[config.mk]
export PLATFORM = sky130hd
export DESIGN_NAME = rgb_hue_rotate
export DESIGN_NICKNAME = d
export VERILOG_FILES = /design/src/rgbhr_pkg.sv /design/src/rgb_hue_rotate.sv /design/src/rgbhr_extent.sv
export SDC_FILE = /design/constraint.sdc
export NUM_CORES = 1
export LEC_CHECK = 0
export BUFFER_PORTS_ARGS = -buffer_cell sky130_fd_sc_hd__buf_4
export CAP_MARGIN = 10
export CORE_ASPECT_RATIO = 2
export CORE_UTILIZATION = 37
export CTS_BUF_LIST = sky130_fd_sc_hd__clkbuf_8 sky130_fd_sc_hd__clkbuf_16
export CTS_CLUSTER_SIZE = 8
export DETAILED_ROUTE_END_ITERATION = 10
export PLACE_DENSITY = 0.59
export SETUP_SLACK_MARGIN = 0.15
export SLEW_MARGIN = 20
export SYNTH_ARGS = -nofsm -noshare
export SYNTH_HDL_FRONTEND = slang
export SYNTH_SLANG_ARGS = --single-unit
[constraint.sdc]
create_clock -name clk -period 4.4 [get_ports clk]
set_clock_uncertainty 0.2 [all_clocks]
set_input_delay 0.22 -clock clk [delete_from_list [all_inputs] [get_ports clk]]
set_output_delay 0.22 -clock clk [all_outputs]
set_load 0.05 [all_outputs]
[src/rgbhr_pkg.sv]
// ----------------------------------------------------------------------------
// rgbhr_pkg: shared types and constants for the hue rotation block
// pixel channel width and rotation mode codes
// ----------------------------------------------------------------------------
package rgbhr_pkg;

	localparam int ChanW = 8;

	typedef logic [ChanW-1:0] chan_t;
	typedef logic [ChanW:0]   sum_t;

	typedef enum logic {
		FUNC_COMP  = 1'b0,
		FUNC_TRIAD = 1'b1
	} func_t;

	typedef struct packed {
		logic  vld;
		func_t func;
		chan_t red;
		chan_t green;
		chan_t blue;
	} pix_t;

endpackage

[src/rgb_hue_rotate.sv]
// An accepted start passes through pix_s1, pix_s2 and res_s3 to the done strobe.
// Throughput: one pixel per cycle; busy is held low, so start may stay high.
// Results cannot be stalled: each shows on the output ports for one cycle.
// Reset (arst_n low) clears the valid bits, dropping any requests in flight.
// ----------------------------------------------------------------------------
// rgb_hue_rotate: HSL hue rotation of an 8-bit RGB pixel
// complementary mode reflects each channel about (max+min)/2,
// triadic mode rotates the channels
// ----------------------------------------------------------------------------
module rgb_hue_rotate (
	input  logic               clk,
	input  logic               arst_n,
	input  logic               start,
	output logic               busy,
	input  logic               func,
	input  rgbhr_pkg::chan_t   red,
	input  rgbhr_pkg::chan_t   green,
	input  rgbhr_pkg::chan_t   blue,
	output logic               done,
	output rgbhr_pkg::chan_t   red_out,
	output rgbhr_pkg::chan_t   green_out,
	output rgbhr_pkg::chan_t   blue_out
);
	import rgbhr_pkg::*;

	pix_t pix_in;
	pix_t pix_s2;
	sum_t sum_s2;
	pix_t res_s3;

	assign busy = 1'b0;

	// incoming request
	always_comb begin
		pix_in.vld   = start;
		pix_in.func  = func_t'(func);
		pix_in.red   = red;
		pix_in.green = green;
		pix_in.blue  = blue;
	end

	rgbhr_extent u_extent (
		.clk    (clk),
		.arst_n (arst_n),
		.pix    (pix_in),
		.pix_s2 (pix_s2),
		.sum_s2 (sum_s2)
	);

	// stage 3: reflect or rotate
	always_ff @(posedge clk or negedge arst_n) begin
		if (!arst_n) begin
			res_s3 <= '0;
		end else begin
			res_s3.vld  <= pix_s2.vld;
			res_s3.func <= pix_s2.func;
			unique case (pix_s2.func)
				FUNC_COMP: begin
					res_s3.red   <= ChanW'(sum_s2 - {1'b0, pix_s2.red});
					res_s3.green <= ChanW'(sum_s2 - {1'b0, pix_s2.green});
					res_s3.blue  <= ChanW'(sum_s2 - {1'b0, pix_s2.blue});
				end
				FUNC_TRIAD: begin
					res_s3.red   <= pix_s2.blue;
					res_s3.green <= pix_s2.red;
					res_s3.blue  <= pix_s2.green;
				end
				default: begin
					res_s3.red   <= pix_s2.red;
					res_s3.green <= pix_s2.green;
					res_s3.blue  <= pix_s2.blue;
				end
			endcase
		end
	end

	assign done      = res_s3.vld;
	assign red_out   = res_s3.red;
	assign green_out = res_s3.green;
	assign blue_out  = res_s3.blue;

endmodule

[src/rgbhr_extent.sv]
// ----------------------------------------------------------------------------
// rgbhr_extent: channel extent stage
// finds max and min of the pixel and registers max + min with the pixel
// ----------------------------------------------------------------------------
module rgbhr_extent (
	input  logic            clk,
	input  logic            arst_n,
	input  rgbhr_pkg::pix_t pix,
	output rgbhr_pkg::pix_t pix_s2,
	output rgbhr_pkg::sum_t sum_s2
);
	import rgbhr_pkg::*;

	pix_t  pix_s1;
	chan_t mx_s1;
	chan_t mn_s1;
	chan_t mx_a;
	chan_t mn_a;

	// stage 1: register request
	always_ff @(posedge clk or negedge arst_n) begin
		if (!arst_n) begin
			pix_s1 <= '0;
		end else begin
			pix_s1 <= pix;
		end
	end
	always_ff @(posedge clk) begin
		mx_s1 <= (pix.red > pix.green) ? pix.red : pix.green;
		mn_s1 <= (pix.red < pix.green) ? pix.red : pix.green;
	end

	// finish max and min against blue
	assign mx_a = (mx_s1 > pix_s1.blue) ? mx_s1 : pix_s1.blue;
	assign mn_a = (mn_s1 < pix_s1.blue) ? mn_s1 : pix_s1.blue;

	// stage 2: register extent sum
	always_ff @(posedge clk or negedge arst_n) begin
		if (!arst_n) begin
			pix_s2 <= '0;
		end else begin
			pix_s2 <= pix_s1;
		end
	end
	always_ff @(posedge clk) begin
		sum_s2 <= {1'b0, mx_a} + {1'b0, mn_a};
	end

endmodule
==> reports/results.ini, run 1 <==
[setup_path]
cp.depth=15
critical_path.cell_chain=inv_1 > ha_1 > a211oi_2 > o21ai_1 > a211oi_4 > mux2_2 > ha_1 > inv_1 > fa_1 > inv_1 > a21oi_1 > o21bai_1 > a21o_1 > a21oi_1 > xnor2_1
cp_num_buf_inv=3
cp_data_required_time_ps=4470
worst_r2r_endpoint=u_extent.sum_s2[6]
worst_setup_path_end_kind=flop
timing.critical_path.from_type=flop
cp_slowest_stage_delay_ps=590
reg2reg_setup_slack_ps=790
timing.critical_path.arrival_ps=3680
crit_path_frequent_cell=inv_1
setup.worst_path.end=u_extent.sum_s2[6]
worst_path_max_delay_cell=a211oi_4
setup.worst_path.start=u_extent.pix_s1[2]
critPathMaxFanout=17
r2r_cells=15
critical_path.reg2reg.startpoint=u_extent.pix_s1[2]
worstSetupPathType=reg2reg
crit_family=compound AO/OA/AOI/OAI gates

[detailed_routing]
detail_route.iter0.violations=122
routed_wire_length_um=9428
detailroute.via_count=3085
routed_length_per_instance_um=14.37
postRouteAntennaNets=0
drc_errors=0
routed_via_density=4.703
detail_route.first_pass.iterations=6

[final_layout]
postLayoutCellArea_sq_um=5829
area_delta_synth_final_pct=24.04
final_layout_size_suffix_gt1_share_pct=19.06
antenna_cells=0
nets=587

[timing]
max_clock_freq_ghz=0.2773
holdWs_ps=150.5
slew_headroom_pct=35.56
period_share_pct=81.95
grt_setup_unrepaired=no
final.setup.tns_ps=0
finalMaxSlewViolations=0
finalHoldViolations=0
fin_crit_ps=3606
timing_worst_slew_pin_value_ps=966.6
timing.final.setup_violations=0

[synthesis]
postSynthCellCount=421
yosys_warnings=0
synth_seq_area_share_pct=51.22
postSynth.asyncResetShare_pct=76.24
ys_types=35
nets_in_the_synthesized_netlist=504
most_frequent_cell_after_synthesis=dfrtp_1
synth_top_cell_by_area=dfrtp_1
postSynthRegisterBits=101
main_flop_type_after_synthesis=dfrtp_1
number_of_enable_type_register_cells_in_the_synthesized_netlist=0
share_of_the_synthesized_area_in_the_top_cell_type_pct=41.00
synth_common_cells=77 x dfrtp_1, 52 x inv_1, 51 x ha_1, 38 x o21ai_0, 33 x nand2_1
post_synth.cell_area_avg_sq_um=11.16
synth_top_area_cells=dfrtp_1 41%, ha_1 14%, dfxtp_1 10%, mux2_2 5.8%, inv_1 4.2%
synthesis.area_sq_um=4700

[run]
max_cap_viol_count=0

[placement]
buffers_on_ports=52
post-dp-hpwl_um=7289
place_congestion=0.8032
postPlaceCellArea_sq_um=5243

[floorplan]
fp.coreArea_sq_um=12270
die_h_um=161.4
start_util_pct=38.31
boundaryPins=54
total_die_area_sq_um=13180
floorplan.die.width_um=81.69
std_cell_rows=57

[global_routing]
number_of_antenna_violations_at_the_first_check_in_global_routing=0
grt_max_degree=78
globalRouteTotalUtil_pct=16.01
first_pass_grt_wire_length_um=15530
globalRoute.totalOverflow=0
grt_pass1_vias=3380

[outcome]
outcome=finished, final reports clean

[power]
irDropWorstVdd_uv=408.5
static-leakage-power_nw=2.833
pwr_density_cell_nw_per_um2=601.7

[clocking]
cts_buffers=9
worst_setup_hold_path_clk_slew_ps=60
ctsRootBufferMaster=clkbuf_16
clkLatencyLatePin_ps=340
cts_resized=0
sinks_on_clock_net=101
clock_buffer_depth=2
cts_max_level=3
cts.repair_timing.setup_buffer_count=0
tritoncts_clock_tree=built

[worst_hold_path]
hold_path_class=reg2reg

-- what timing repair did --
action,in CTS,in global routing
hold buffers,27,0
hold endpoints to repair,119,0
endpoints found under the setup margin,0,0
-- placed cells by master, fill, tap and decap left out, types with 3 or more instances in the layout --
cell           instances
o31ai_1                3
clkbuf_16              9
dfxtp_1               24
nand2_1               33
inv_1                 53
o21ai_0               38
xnor2_1               17
dfrtp_1               77
o21a_1                 4
a21oi_1               23
nand4_1                5
nor2_1                 8
clkinvlp_4             3
fa_1                   4
nor2b_1                7
xor2_1                 8
o21bai_1               4
buf_4                 54
nor3_1                 3
ha_1                  51
nand2b_1               5
a21o_1                 8
mux2_2                24
dlygate4sd3_1         27
-- per-layer routing --
layer / global-route usage [%] / wire length, um / share of wire, % / vias up
met3: 2.373 / 178 / 1.9 / 15
met1: 15.83 / 3388 / 36 / 1460
met2: 30.76 / 5580 / 59 / 42
met4: 7.656 / 280 / 3.0 / 0
met5: 0 / 0 / 0 / -
li1: - / - / - / 1568
-- kinds of logic after synthesis --
logic type               share of synthesized area, %
multiplexers                                    6.177
other                                         0.07980
flip-flops                                      51.22
buffers and inverters                           5.138
AND/OR/NAND/NOR                                 6.123
AO/OA/AOI/OAI                                   11.32
adder cells (fa/ha/maj)                         15.28
XOR/XNOR                                        4.659
-- sequential cells by signal, summed over array words and instances, names as in the netlist --
name	flops
blue_out	8
done	1
green_out	8
red_out	8
u_extent.mn_s1	8
u_extent.mx_s1	8
u_extent.pix_s1	26
u_extent.pix_s2	26
u_extent.sum_s2	8
-- cell type report --
class / count / area, sq um
tap: 147 / 183.9
timing repair buffer: 81 / 675.6
sequential: 101 / 2407
multi-input combinational: 259 / 2051
fill: 1180 / 6437
clock inverter: 7 / 91.34
clock buffer: 9 / 225.2
inverter: 52 / 195.2
-- how the worst min path moves through the flow --
stage	startpoint	to	cells past startpoint	slack, ps
finish	u_extent.pix_s1[25]	u_extent.pix_s2[25]	0	150
global route	u_extent.pix_s1[25]	u_extent.pix_s2[25]	0	160
CTS	u_extent.pix_s1[25]	u_extent.pix_s2[25]	0	150
detailed placement	blue[3]	u_extent.pix_s1[3]	1	130
global placement	func	u_extent.pix_s1[24]	1	130
floorplan	arst_n	blue_out[0]	0	-280
-- report_power, final --
part	internal, mW	switching (mW)
Clock	0.495	0.333
Combinational	0.592	0.896
Sequential	1.10	0.0879
Total	2.19	1.32
-- metrics by stage --
| stage | setup slack (ps) | instances | total power, mW | util, % |
|---|---|---|---|---|
| 4_1_cts | 780.8 | 656 | 3.560 | 47.52 |
| 2_1_floorplan | 1196 | 421 | 2.280 | - |
| 6_report | 794.3 | 656 | 3.507 | 47.52 |
| 3_3_place_gp | 865.4 | 613 | 2.672 | 42.74 |
| 3_5_place_dp | 803.3 | 613 | 2.700 | 42.74 |
| 5_1_grt | 582.1 | 656 | 3.734 | 47.52 |
Note: power is estimated with default switching activity, not from simulation.
==> inputs of run 2 (changes only) <==
Settings changed: PLACE_DENSITY 0.59 to 0.61.
Clock period 4.4 ns to 2.9 ns, I/O delays scaled along.
==> reports/results.ini, run 2 (synthesis results as in run 1) <==
[setup_path]
critPathMaxFanout=5  ; -12
cp_slowest_stage_delay_ps=400  ; -190 ps
worstSetupPathType=reg2reg
worst_setup_path_end_kind=flop
timing.critical_path.arrival_ps=3160  ; -520 ps
timing.critical_path.from_type=flop
cp.depth=15  ; unchanged
critical_path.cell_chain=inv_2 > ha_4 > nor2b_4 > o211ai_1 > a21oi_1 > o22ai_1 > buf_4 > mux2_4 > ha_4 > a21o_1 > a21oi_2 > o21bai_1 > a21oi_2 > o21ai_1 > xnor2_1
r2r_cells=15  ; unchanged
cp_num_buf_inv=2  ; -1
setup.worst_path.start=u_extent.pix_s1[1]
cp_data_required_time_ps=2930  ; -1540 ps
crit_family=compound AO/OA/AOI/OAI gates
worst_path_max_delay_cell=dfrtp_1
critical_path.reg2reg.startpoint=u_extent.pix_s1[1]

[outcome]
outcome=complete, but fails checks
failed_checks=setup timing

[placement]
buffers_on_ports=52  ; unchanged
post-dp-hpwl_um=7842  ; +7.6%
place_congestion=0.8438  ; +5.1%
placed_cells=639  ; +4.2%

[clocking]
clock_buffer_depth=2  ; unchanged
clkLatencyLatePin_ps=350  ; about the same
cts_max_level=3  ; unchanged
cts_buffers=9  ; unchanged
sinks_on_clock_net=101  ; unchanged
ctsRootBufferMaster=clkbuf_16
worst_setup_hold_path_clk_slew_ps=80  ; +20 ps
tritoncts_clock_tree=built

[final_layout]
multi_input_comb_area_sq_um=2218  ; +8.2%
nFillCells=1122  ; -4.9%
nets=619  ; +5.5%
regArea_sq_um=2407  ; unchanged
final_layout_size_suffix_gt1_share_pct=29.02  ; +10 points
highest_count_cells_in_the_layout_ignoring_fill_and_taps=83 x buf_4, 77 x dfrtp_1, 47 x inv_1, 43 x ha_1, 34 x o21ai_0
antenna_cells=0  ; unchanged
instances_no_fill=688  ; +4.9%
layout.cells.most_common=buf_4
top_regs=u_extent.pix_s1: 26 flops, u_extent.pix_s2: 26 flops
area_delta_synth_final_pct=32.80

[worst_hold_path]
hold_path_class=in2async

[floorplan]
start_util_pct=38.31  ; unchanged
die_h_um=161.4  ; unchanged
std_cell_rows=57  ; unchanged
fp.coreArea_sq_um=12270  ; unchanged
boundaryPins=54  ; unchanged
floorplan.die.width_um=81.69  ; unchanged
total_die_area_sq_um=13180  ; unchanged

[timing]
grt_setup_unrepaired=yes
finalMaxSlewViolations=0  ; unchanged
timing.final.setup_violations=4  ; +4
max_clock_freq_ghz=0.3196  ; +15%
final.setup.tns_ps=-759.8  ; -759.8 ps
finalHoldViolations=0  ; unchanged
period_share_pct=107.9  ; +26 points
worst_setup_slack_final_ps=-229.3  ; -1024 ps
fin_crit_ps=3129  ; -476.5 ps

[global_routing]
globalRoute.totalOverflow=0  ; unchanged
first_pass_grt_wire_length_um=17020  ; +9.6%
number_of_antenna_violations_at_the_first_check_in_global_routing=0  ; unchanged
globalRouteTotalUtil_pct=17.50  ; +1.5 points
grt_pass1_vias=3618  ; +7.0%
grt_max_degree=78  ; unchanged

[detailed_routing]
detail_route.iter0.violations=93  ; -24%
drc_errors=0  ; unchanged
routed_via_density=4.828  ; +2.7%
routed_wire_length_um=10080  ; +6.9%
routed_length_per_instance_um=14.65  ; +1.9%
detailroute.via_count=3322  ; +7.7%
postRouteAntennaNets=0  ; unchanged
detail_route.first_pass.iterations=4  ; -2

[power]
report.power.total_mw=5.480  ; +56%
irDropWorstVdd_uv=484.1  ; +18%
pwr_density_cell_nw_per_um2=878.0  ; +46%
static-leakage-power_nw=3.019  ; +6.6%

[run]
max_cap_viol_count=0  ; unchanged

[run 2: cell count changes in the layout (fill, tap and decap cells not counted), sizes merged]
cell,delta
buf,+32
bufinv,-2
clkbuf,+1
clkinvlp,-1
inv,+2
[run 2: path summary, 6_finish.rpt]
check                                     end  slack [ps]
min in group clk           u_extent.pix_s2[9]         150
hold reg to reg            u_extent.pix_s2[9]         150
setup / recovery           u_extent.sum_s2[7]        -230
setup reg to reg           u_extent.sum_s2[7]        -230
hold / removal                     red_out[0]          30
max in group asynchronous  u_extent.pix_s1[4]        1900
[run 2: timing repair]
action | CTS | global route
setup endpoints to repair | 7 | 8
gates resized for setup | 13 | 9
pin swaps | 16 | 2
hold endpoints to repair | 119 | 0
buffers inserted | 5 | 0
gates cloned | 0 | 0
hold buffers | 27 | 0
[run 2: area by class of cell]
| class | count | area share, % |
|---|---|---|
| inverter | 52 | 3.128 |
| sequential | 101 | 38.57 |
| clock buffer | 10 | 3.829 |
| clock inverter | 6 | 0.7217 |
| tap | 147 | 2.947 |
| timing repair buffer | 113 | 15.26 |
| multi-input combinational | 259 | 35.55 |
[run 2: metal layers]
| layer | up-vias | share of wire (%) | GRT usage (%) |
|---|---|---|---|
| met2 | 60 | 60 | 34.28 |
| li1 | 1630 | - | - |
| met4 | 0 | 3.1 | 8.373 |
| met1 | 1612 | 34 | 16.53 |
| met5 | - | 0 | 0 |
| met3 | 20 | 2.1 | 2.825 |
[run 2: through the flow]
step | setup WS [ps] | hold WS [ps] | util (%) | area, sq um
after floorplan | -83.44 | -350.6 | - | 4777
after global placement | -330.3 | 54.85 | 44.93 | 5512
after detailed placement | -397.1 | 55.54 | 44.93 | 5512
after CTS | -248.5 | 154.6 | 50.34 | 6175
after global routing | -388.9 | 37.52 | 50.88 | 6241
final | -229.3 | 25.06 | 50.88 | 6241
[run 2: where the power goes]
group	internal, mW	switching, mW
Clock	0.610	0.524
Sequential	1.67	0.133
Combinational	1.09	1.45
Total	3.37	2.11
==> inputs of run 3 (changes only) <==
Settings changed: CTS_BUF_LIST sky130_fd_sc_hd__clkbuf_8 sky130_fd_sc_hd__clkbuf_16 to sky130_fd_sc_hd__clkbuf_16.
==> reports/results.ini, run 3 (synthesis results as in run 1) <==
[outcome]
outcome=complete, but fails checks
failed_checks=setup timing

[timing]
holdWs_ps=25.12  ; +0.06060 ps
finalHoldViolations=0  ; unchanged
worst_setup_slack_final_ps=-228.3  ; +1.001 ps
max_clock_freq_ghz=0.3197  ; about the same
timing.final.setup_violations=4  ; unchanged
fin_crit_ps=3128  ; -1.001 ps
period_share_pct=107.9  ; about the same
finalMaxSlewViolations=0  ; unchanged
grt_setup_unrepaired=yes
final.setup.tns_ps=-756.0  ; +3.841 ps

[floorplan]
fp.coreArea_sq_um=12270  ; unchanged
total_die_area_sq_um=13180  ; unchanged
die_h_um=161.4  ; unchanged
boundaryPins=54  ; unchanged
std_cell_rows=57  ; unchanged
floorplan.die.width_um=81.69  ; unchanged
start_util_pct=38.31  ; unchanged

[clocking]
ctsRootBufferMaster=clkbuf_16
clock_buffer_depth=2  ; unchanged
tritoncts_clock_tree=built
clkLatencyLatePin_ps=350  ; about the same
cts_buffers=9  ; unchanged
cts_max_level=3  ; unchanged
worst_setup_hold_path_clk_slew_ps=80  ; about the same
sinks_on_clock_net=101  ; unchanged

[setup_path]
cp_data_required_time_ps=2930  ; about the same
critPathMaxFanout=5  ; unchanged
worst_path_max_delay_cell=dfrtp_1
critical_path.reg2reg.startpoint=u_extent.pix_s1[1]
cp_num_buf_inv=2  ; unchanged
critical_path.cell_chain=inv_2 > ha_4 > nor2b_4 > o211ai_1 > a21oi_1 > o22ai_1 > buf_4 > mux2_4 > ha_4 > a21o_1 > a21oi_2 > o21bai_1 > a21oi_2 > o21ai_1 > xnor2_1
cp_slowest_stage_delay_ps=400  ; about the same
timing.critical_path.arrival_ps=3160  ; about the same
timing.critical_path.from_type=flop
worstSetupPathType=reg2reg
r2r_cells=15  ; unchanged
reg2reg_setup_slack_ps=-230  ; about the same
crit_family=compound AO/OA/AOI/OAI gates
worst_setup_path_end_kind=flop
worst_r2r_endpoint=u_extent.sum_s2[7]

[power]
report.power.total_mw=5.452  ; -0.51%
irDropWorstVdd_uv=484.1  ; unchanged
pwr_density_cell_nw_per_um2=875.0  ; -0.35%
static-leakage-power_nw=3.014  ; -0.19%

[final_layout]
layout.cells.most_common=buf_4
final_layout_size_suffix_gt1_share_pct=28.84  ; -0.18 points
postLayoutCellArea_sq_um=6231  ; -0.16%
highest_count_cells_in_the_layout_ignoring_fill_and_taps=83 x buf_4, 77 x dfrtp_1, 47 x inv_1, 43 x ha_1, 34 x o21ai_0
nets=619  ; unchanged
top_regs=u_extent.pix_s1: 26 flops, u_extent.pix_s2: 26 flops
area_delta_synth_final_pct=32.59
antenna_cells=0  ; unchanged

[global_routing]
grt_max_degree=78  ; unchanged
globalRouteTotalUtil_pct=17.50  ; unchanged
first_pass_grt_wire_length_um=17020  ; unchanged
globalRoute.totalOverflow=0  ; unchanged
grt_pass1_vias=3618  ; unchanged
number_of_antenna_violations_at_the_first_check_in_global_routing=0  ; unchanged

[detailed_routing]
detailroute.via_count=3324  ; +0.060%
highest_layer=met4
met2WireLength_um=6092  ; about the same
routed_via_density=4.831  ; about the same
met3WireLength_um=212  ; unchanged
postRouteAntennaNets=0  ; unchanged
detail_route.iter0.violations=95  ; +2.2%
drc_errors=0  ; unchanged
met1_length_um=3456  ; about the same
routed_length_per_instance_um=14.65  ; unchanged
routed_wire_length_um=10080  ; unchanged
detail_route.first_pass.iterations=4  ; unchanged

[placement]
post-dp-hpwl_um=7842  ; unchanged
buffers_on_ports=52  ; unchanged
postPlaceCellArea_sq_um=5512  ; unchanged
place_congestion=0.8438  ; unchanged

[worst_hold_path]
hold_path_class=in2async

[run]
max_cap_viol_count=0  ; unchanged

## run 3: cell types whose count changed in the layout (fill, tap and decap cells not counted), sizes merged
cell    change
clkbuf      -1
clkinv      +1
## run 3: per-layer routing
layer	global-route usage (%)	vias to the layer above
met5	0	-
met4	8.373	0
met3	2.825	20
met2	34.28	60
met1	16.53	1614
li1	-	1630
## run 3: what timing repair did
item | CTS | global route
hold buffers | 27 | 0
buffers inserted | 5 | 0
hold endpoints to repair | 119 | 0
pin swaps | 16 | 2
gates resized for setup | 13 | 9
endpoints found under the setup margin | 7 | 8
## run 3: final cells by class
| cell class | count | area [sq um] |
|---|---|---|
| Inverter | 52 | 195.2 |
| Fill cell | 1123 | 6036 |
| Timing Repair Buffer | 113 | 952.2 |
| Clock buffer | 9 | 225.2 |
| Sequential cell | 101 | 2407 |
| Clock inverter | 7 | 48.80 |
| Tap cell | 147 | 183.9 |
| Multi-Input combinational cell | 259 | 2218 |
## run 3: through the flow
step | instances | setup slack (ps) | util [%]
after global routing | 688 | -387.9 | 50.80
after global placement | 639 | -330.3 | 44.93
after detailed placement | 639 | -397.1 | 44.93
after floorplan | 421 | -83.44 | -
final | 688 | -228.3 | 50.80
after CTS | 687 | -247.5 | 50.26
## run 3: how the worst max path moves through the flow
stage	from	to	slack, ps	cells past startpoint
after floorplan	u_extent.pix_s1[1]	u_extent.sum_s2[6]	-80	18
after global placement	u_extent.pix_s1[1]	u_extent.sum_s2[6]	-330	18
after detailed placement	u_extent.pix_s1[1]	u_extent.sum_s2[6]	-400	18
after CTS	u_extent.pix_s1[1]	u_extent.sum_s2[7]	-250	15
after global routing	u_extent.pix_s1[1]	u_extent.sum_s2[7]	-390	15
final	u_extent.pix_s1[1]	u_extent.sum_s2[7]	-230	15
## run 3: power by group
part           switching [mW]  leakage (nW)  internal, mW
clock                   0.523         0.131         0.583
combinational            1.45          1.78          1.09
sequential              0.133          1.11          1.67
